File: config.mk
export PLATFORM = sky130hd
export DESIGN_NAME = gcd_isqrt
export DESIGN_NICKNAME = d
export VERILOG_FILES = /design/src/rtl/gcd_pkg.sv /design/src/rtl/gcd_isqrt.sv
export SDC_FILE = /design/constraint.sdc
export NUM_CORES = 2
export LEC_CHECK = 0
export ABC_AREA = 1
export BUFFER_PORTS_ARGS = -buffer_cell sky130_fd_sc_hd__buf_2
export CAP_MARGIN = 20
export CORE_AREA = 2 2 487 489
export DETAILED_ROUTE_END_ITERATION = 10
export DIE_AREA = 0 0 489 491
export PLACE_DENSITY = 0.76
export SLEW_MARGIN = 15
export SYNTH_ARGS = -nofsm -noshare
export SYNTH_HDL_FRONTEND = slang
export SYNTH_SLANG_ARGS = --single-unit
File: constraint.sdc
create_clock -name clock -period 3.2 [get_ports clock]
set_input_delay 0.48 -clock clock [delete_from_list [all_inputs] [get_ports clock]]
set_output_delay 0.48 -clock clock [all_outputs]
set_load 0.01 [all_outputs]
File: src/rtl/gcd_pkg.sv
// ----------------------------------------------------------------------------
// Great-circle distance: shared package
// Fixed-point constants, the CORDIC arctangent table and common types.
// ----------------------------------------------------------------------------
package gcd_pkg;

   localparam int CORDIC_STEPS = 30;
   localparam int CORDIC_W     = 34;

   localparam int LAT_W    = 30;
   localparam int LON_W    = 31;
   localparam int RADIUS_W = 13;
   localparam int DIST_W   = 23;

   localparam logic [RADIUS_W-1:0] EARTH_RADIUS_KM = 13'd6370;
   localparam int                  DIAMETER_FACTOR = 2;
   localparam logic [DIST_W-1:0]   DIST_MAX        = 23'h7FFFFF;

   // Angles and unit values in Q30.
   localparam logic [33:0] Q30_ONE     = 34'd1073741824;
   localparam logic [33:0] Q30_HALF_PI = 34'd1686629713;
   localparam logic [33:0] Q30_PI      = 34'd3373259426;
   localparam logic [33:0] Q30_TWO_PI  = 34'd6746518852;
   localparam logic [33:0] Q30_GAIN    = 34'd652032874;

   localparam logic [31:0] ATAN_TABLE [10] = '{
      32'd843314856, 32'd497837829, 32'd263043836, 32'd133525158, 32'd67021686,
      32'd33543515,  32'd16775850,  32'd8388437,   32'd4194282,   32'd2097149
   };

   typedef logic signed [CORDIC_W-1:0] cordic_type;

   // Beyond the table the arctangent equals the shift weight less one LSB.
   function automatic logic [31:0] atan_q30(input int step);
      if (step < 10) begin
         return ATAN_TABLE[step[3:0]];
      end
      return (32'd1 << (30 - step)) - 32'd1;
   endfunction

endpackage

File: src/rtl/gcd_isqrt.sv
// ----------------------------------------------------------------------------
// Great-circle distance: pipelined integer square root
// Restoring floor square root, one result bit per register stage.
// ----------------------------------------------------------------------------
module gcd_isqrt
   import gcd_pkg::*;
#(
   parameter int IN_W = 62
)(
   input  logic                  clock,
   input  logic                  reset,
   input  logic                  en,
   input  logic                  valid_i,
   input  logic [IN_W-1:0]       rad_i,
   output logic                  valid_o,
   output logic [IN_W/2-1:0]     root_o
);

   localparam int OUT_W = IN_W / 2;
   localparam int REM_W = OUT_W + 2;

   logic             v_ff    [1:OUT_W];
   logic [REM_W-1:0] rem_ff  [1:OUT_W];
   logic [OUT_W-1:0] root_ff [1:OUT_W];
   logic [IN_W-1:0]  rest_ff [1:OUT_W];

   for (genvar j = 0; j < OUT_W; j++) begin : g_step
      logic             prev_v;
      logic [REM_W-1:0] prev_rem;
      logic [OUT_W-1:0] prev_root;
      logic [IN_W-1:0]  prev_rest;
      logic [REM_W-1:0] cur;
      logic [REM_W-1:0] trial;

      if (j == 0) begin : g_first
         assign prev_v    = valid_i;
         assign prev_rem  = '0;
         assign prev_root = '0;
         assign prev_rest = rad_i;
      end else begin : g_next
         assign prev_v    = v_ff[j];
         assign prev_rem  = rem_ff[j];
         assign prev_root = root_ff[j];
         assign prev_rest = rest_ff[j];
      end

      assign cur   = {prev_rem[REM_W-3:0], prev_rest[IN_W-1:IN_W-2]};
      assign trial = {prev_root, 2'b01};

      always_ff @(posedge clock) begin
         if (reset) begin
            v_ff[j+1] <= 1'b0;
         end else if (en) begin
            v_ff[j+1] <= prev_v;
         end
      end

      always_ff @(posedge clock) begin
         if (en) begin
            rest_ff[j+1] <= prev_rest << 2;
            if (cur >= trial) begin
               rem_ff[j+1]  <= cur - trial;
               root_ff[j+1] <= {prev_root[OUT_W-2:0], 1'b1};
            end else begin
               rem_ff[j+1]  <= cur;
               root_ff[j+1] <= {prev_root[OUT_W-2:0], 1'b0};
            end
         end
      end
   end

   assign valid_o = v_ff[OUT_W];
   assign root_o  = root_ff[OUT_W];

endmodule

# After elaboration in Yosys (flattened, before gate mapping)
# Memory sizes are Yosys's and may differ from the RTL's.
# Index checks and enable logic that the tools add are counted.
word_totals:
  mem_count: 4
  mem_bits_rw: 3875
  output_inout_bits: 32
  ff_bits: 0
  in_bits: 66
op_classes:
  n_addsub: 31
  n_bitwise: 93
  order_cmp: 31
  muxes: 285
mem_list:
  columns: ["memory", "depth", "word_bits", "rd", "rd_ports_with_merged_regs", "wr", "line", "source"]
  rows:
  - ["rest_ff", 31, 60, 30, 0, 31, "gcd_isqrt.sv:25", "logic [IN_W-1:0] rest_ff [1:OUT_W];"]
  - ["rem_ff", 31, 33, 30, 0, 31, "gcd_isqrt.sv:23", "logic [REM_W-1:0] rem_ff [1:OUT_W];"]
  - ["root_ff", 31, 31, 31, 0, 31, "gcd_isqrt.sv:24", "logic [OUT_W-1:0] root_ff [1:OUT_W];"]
  - ["v_ff", 31, 1, 31, 0, 31, "gcd_isqrt.sv:22", "logic v_ff [1:OUT_W];"]
ops:
  columns: ["operator", "n"]
  rows:
  - ["two-way mux 33 bit", 31]
  - [">= comparator 33 bit", 30]
  - ["subtractor 33 bit", 30]
  - ["two-way mux 31 bit", 31]
  - ["two-way mux 1 bit", 223]
  - ["bitwise OR 1 bit", 93]
  - ["subtractor 2 x 1 -> 3 bit (second input constant)", 1]
  - [">= comparator 2 x 1 -> 1 bit (second input constant)", 1]

# Logic depth before layout (Yosys ltp)
# An unclocked memory read counts as a cell.
logic_depth:
  word_depth: 6
  mapped_depth: 16

# Least setup slack after synthesis
# No wires, ideal clock.
synth_path:
  path_kind: "input port to flip-flop"
  start: "in en"
  end: "reg rem_ff[1][396] (netlist name)"
  arrival_ns: 2.532
  setup_time_ns: 0.437
  path_stages: 3
  setup_slack_ns: 0.231
  n_path_buf: 3
  required_ns: 2.763
  cell_sequence: "buf_4 clkbuf_1 clkbuf_1"
synth_rtl:
  columns: ["element", "line", "source"]
  rows:
  - ["start: declaration", "gcd_isqrt.sv:12", "input logic en,"]

==> flow_metrics.tcl <==
set metrics [dict create \
    p_leak_nw 64.04 \
    firstDrtPassIters 6 \
    regArea_um2 70390 \
    grt_max_degree 162 \
    drc_errors 0 \
    viasPerCell 5.402 \
    relSlewSlack_pct 15.78 \
    multi_input_area_um2 47780 \
    drv_cap 0 \
    initial_core_util_pct 54.74 \
    track_usage_pct 29.42 \
    first_global_vias 92940 \
    finClkSkew_ns 0.08185 \
    cts-buffers-inserted 238 \
    dieArea_um2 240100 \
    synth_nets 15120 \
    crit_fanout 20 \
    hold_class "input port to flop" \
    cts_sinks 2344 \
    clkTransAtPathRegs_ns 0.07 \
    worstMarginPinSlew_ns 1.252 \
    final_nets 15500 \
    fin_tns_setup_ns 0 \
    grt_overflow 0 \
    cp.arrival_ns 3.68 \
    ant_nets 0 \
    grt_pass1_wl_um 544800 \
    htreeDepth 4 \
    slew_violations 0 \
    place_ws_ns 0.1493 \
    syn_area_um2 128400 \
    post-synth-top-area-cell "edfxtp_1" \
    drt_iter0_drc 10490 \
    required_ns 3.85 \
    synth_top_area_share_pct 54.83 \
    worst-path-buf-inv 4 \
    status "complete, no violations" \
    drive_above_1_share_pct 4.943 \
    row_count 178 \
    cp_slowest_cell "edfxtp_1" \
    ir_worst_vdd_mv 0.5697 \
    dpl.hpwl_um 279100 \
    power_density_nw_per_um2 633.4 \
    rsz0062_at_grt "false" \
    path_cells "inv_1, ha_1, nand2_1, inv_1, nand2_1, nand2_1, inv_1, nand3_1, nand2_1, nand3_1, nand2_2, nand2_4, buf_4, nand3_1, nand2_1" \
    fillers 20380 \
    vias 98670 \
    critPathCaptureType "flop" \
    clk-insertion-delay-late_ns 0.93 \
    ys_seq_area_share_pct 54.83 \
    ys_ff_latch 2344 \
    critical_path_class "flop to flop" \
    io_buffers 97 \
    place_congestion 1.005 \
    die_y_um 491 \
    min_period_ns 3.034 \
    synthTopCellsByArea "edfxtp_1 55%, nand2_1 12%, inv_1 7.1%" \
    yosysWarnings 0 \
    setup_viol 0 \
    ios 98 \
    grt_antenna_before_repair 4 \
    crit_path_frequent_cell "nand2_1" \
    timing.rr.start "root_ff[1][253]" \
    synth.avg_cell_area_um2 8.840 \
    totalWireLength_um 356700 \
    fp.coreArea_um2 234500 \
    min_period_over_period_pct 94.82 \
    area_growth_pct 10.58 \
    cts-root-buf "clkbuf_16" \
    fmax_ghz 0.3296 \
    cts_tree "yes" \
    hold_violations 0 \
    start_kind "flop" \
    wl_per_cell_um 19.53 \
    cp_top_family "simple AND/OR/NAND/NOR gates" \
    hold_start "en" \
    worst_slack_ns 0.1656 \
    critPathMaxStageDelay_ns 0.49 \
    syn_inst 14520 \
    cts_buffer_depth 3 \
    die_x_um 489 \
    startpoint "root_ff[1][253]" \
    synth_cell_types 63 \
]
-- timing repair --
action                                  CTS  global route
resized for setup                         0             1
hold endpoints to repair                 64             0
hold buffers                             63             0
buffers inserted                          0             2
endpoints found under the setup margin    0             4
-- placed cells by master, fill, tap and decap left out, types with 205 or more instances in the layout --
cell type	count
nand2_1	4237
inv_1	2433
edfxtp_1	2344
nor2_1	1449
nand3_1	992
ha_1	529
a21oi_1	524
o21ai_0	443
xor2_1	261
clkbuf_16	238
nand4_1	234
nor3_1	205
-- worst paths after layout --
check,end,slack (ns),depth (start not counted)
max,rem_ff[1][317],0.17,15
min,root_ff[0][314],0.11,2
max reg2reg,rem_ff[1][317],0.17,15
min reg2reg,rest_ff[0][747],0.37,0
-- cell type report --
| class | count | share of cell area (%) |
|---|---|---|
| Sequential cell | 2344 | 49.58 |
| Clock inverter | 158 | 1.372 |
| Antenna cell | 3 | 0.005288 |
| Timing Repair Buffer | 315 | 1.819 |
| Inverter | 2441 | 6.456 |
| Tap cell | 3150 | 2.776 |
| Multi-Input combinational cell | 9565 | 33.65 |
| Clock buffer | 290 | 4.333 |
-- metal layers --
layer  global-route usage (%)  vias to the layer above  routed length (µm)
li1                         -                    48340                   -
met1                    42.45                    45920              157400
met2                    45.75                     3850              159000
met3                    4.321                      562               27790
met4                    9.544                        4               12390
met5                        0                        -                  34
-- worst reg2reg max path: stages (launching register included) --
cell	delay [ns]
edfxtp_1	0.49
inv_1	0.08
ha_1	0.34
nand2_1	0.16
inv_1	0.06
nand2_1	0.06
nand2_1	0.11
inv_1	0.08
nand3_1	0.24
nand2_1	0.20
nand3_1	0.15
nand2_2	0.21
nand2_4	0.21
buf_4	0.23
nand3_1	0.08
nand2_1	0.07
-- Yosys cell counts, drive strengths merged --
library cell / number
nor3: 211
and3b: 1
and3: 9
nand2: 4263
nor2: 1480
a21boi: 15
nand2b: 6
o21bai: 54
o311ai: 1
nand3: 1003
a21oi: 532
or2: 36
o2111ai: 3
and2: 20
buf: 129
nor3b: 16
o31ai: 1
a41oi: 1
clkbuf: 44
o211ai: 11
a21o: 23
nor2b: 3
xnor2: 135
nor4: 42
o21ai: 512
o21a: 17
xor2: 261
and2b: 1
a31oi: 5
edfxtp: 2344
nand4: 237
inv: 2441
ha: 529
nand3b: 137
-- through the flow --
| step | cell area [µm²] | instances | util, % | total power [W] | hold slack [ns] |
|---|---|---|---|---|---|
| floorplan | 128400 | 14520 | - | 0.05411 | 0.4003 |
| global placement | 133200 | 17750 | 56.80 | 0.06144 | 0.4003 |
| detailed placement | 133200 | 17750 | 56.80 | 0.06144 | 0.4045 |
| CTS | 141900 | 18260 | 60.52 | 0.09004 | 0.05895 |
| global route | 142000 | 18270 | 60.53 | 0.09429 | 0.07919 |
| finish | 142000 | 18270 | 60.53 | 0.08992 | 0.1060 |
-- flip-flops by register name, indices dropped and copies added, names as in the netlist --
register,cells
v_ff,31
rem_ff,887
rest_ff,930
root_ff,496
-- where the power goes --
group | internal [W] | leakage [nW] | switching, W | total, W
Combinational | 0.00662 | 37.6 | 0.0142 | 0.0208
Clock | 0.0161 | 3.86 | 0.0123 | 0.0285
Sequential | 0.0380 | 22.5 | 0.00259 | 0.0406
-- cells by family after synthesis --
family          count (synthesis)  share of synthesized area, %
xor+xnor                      396                         2.702
fa+ha+maj                     529                         5.156
simple gates                 7465                         24.42
compound gates               1175                         4.929
buf+inv                      2614                         7.962
flops                        2344                         54.83
No activity file was read; power rests on OpenSTA's default activity.
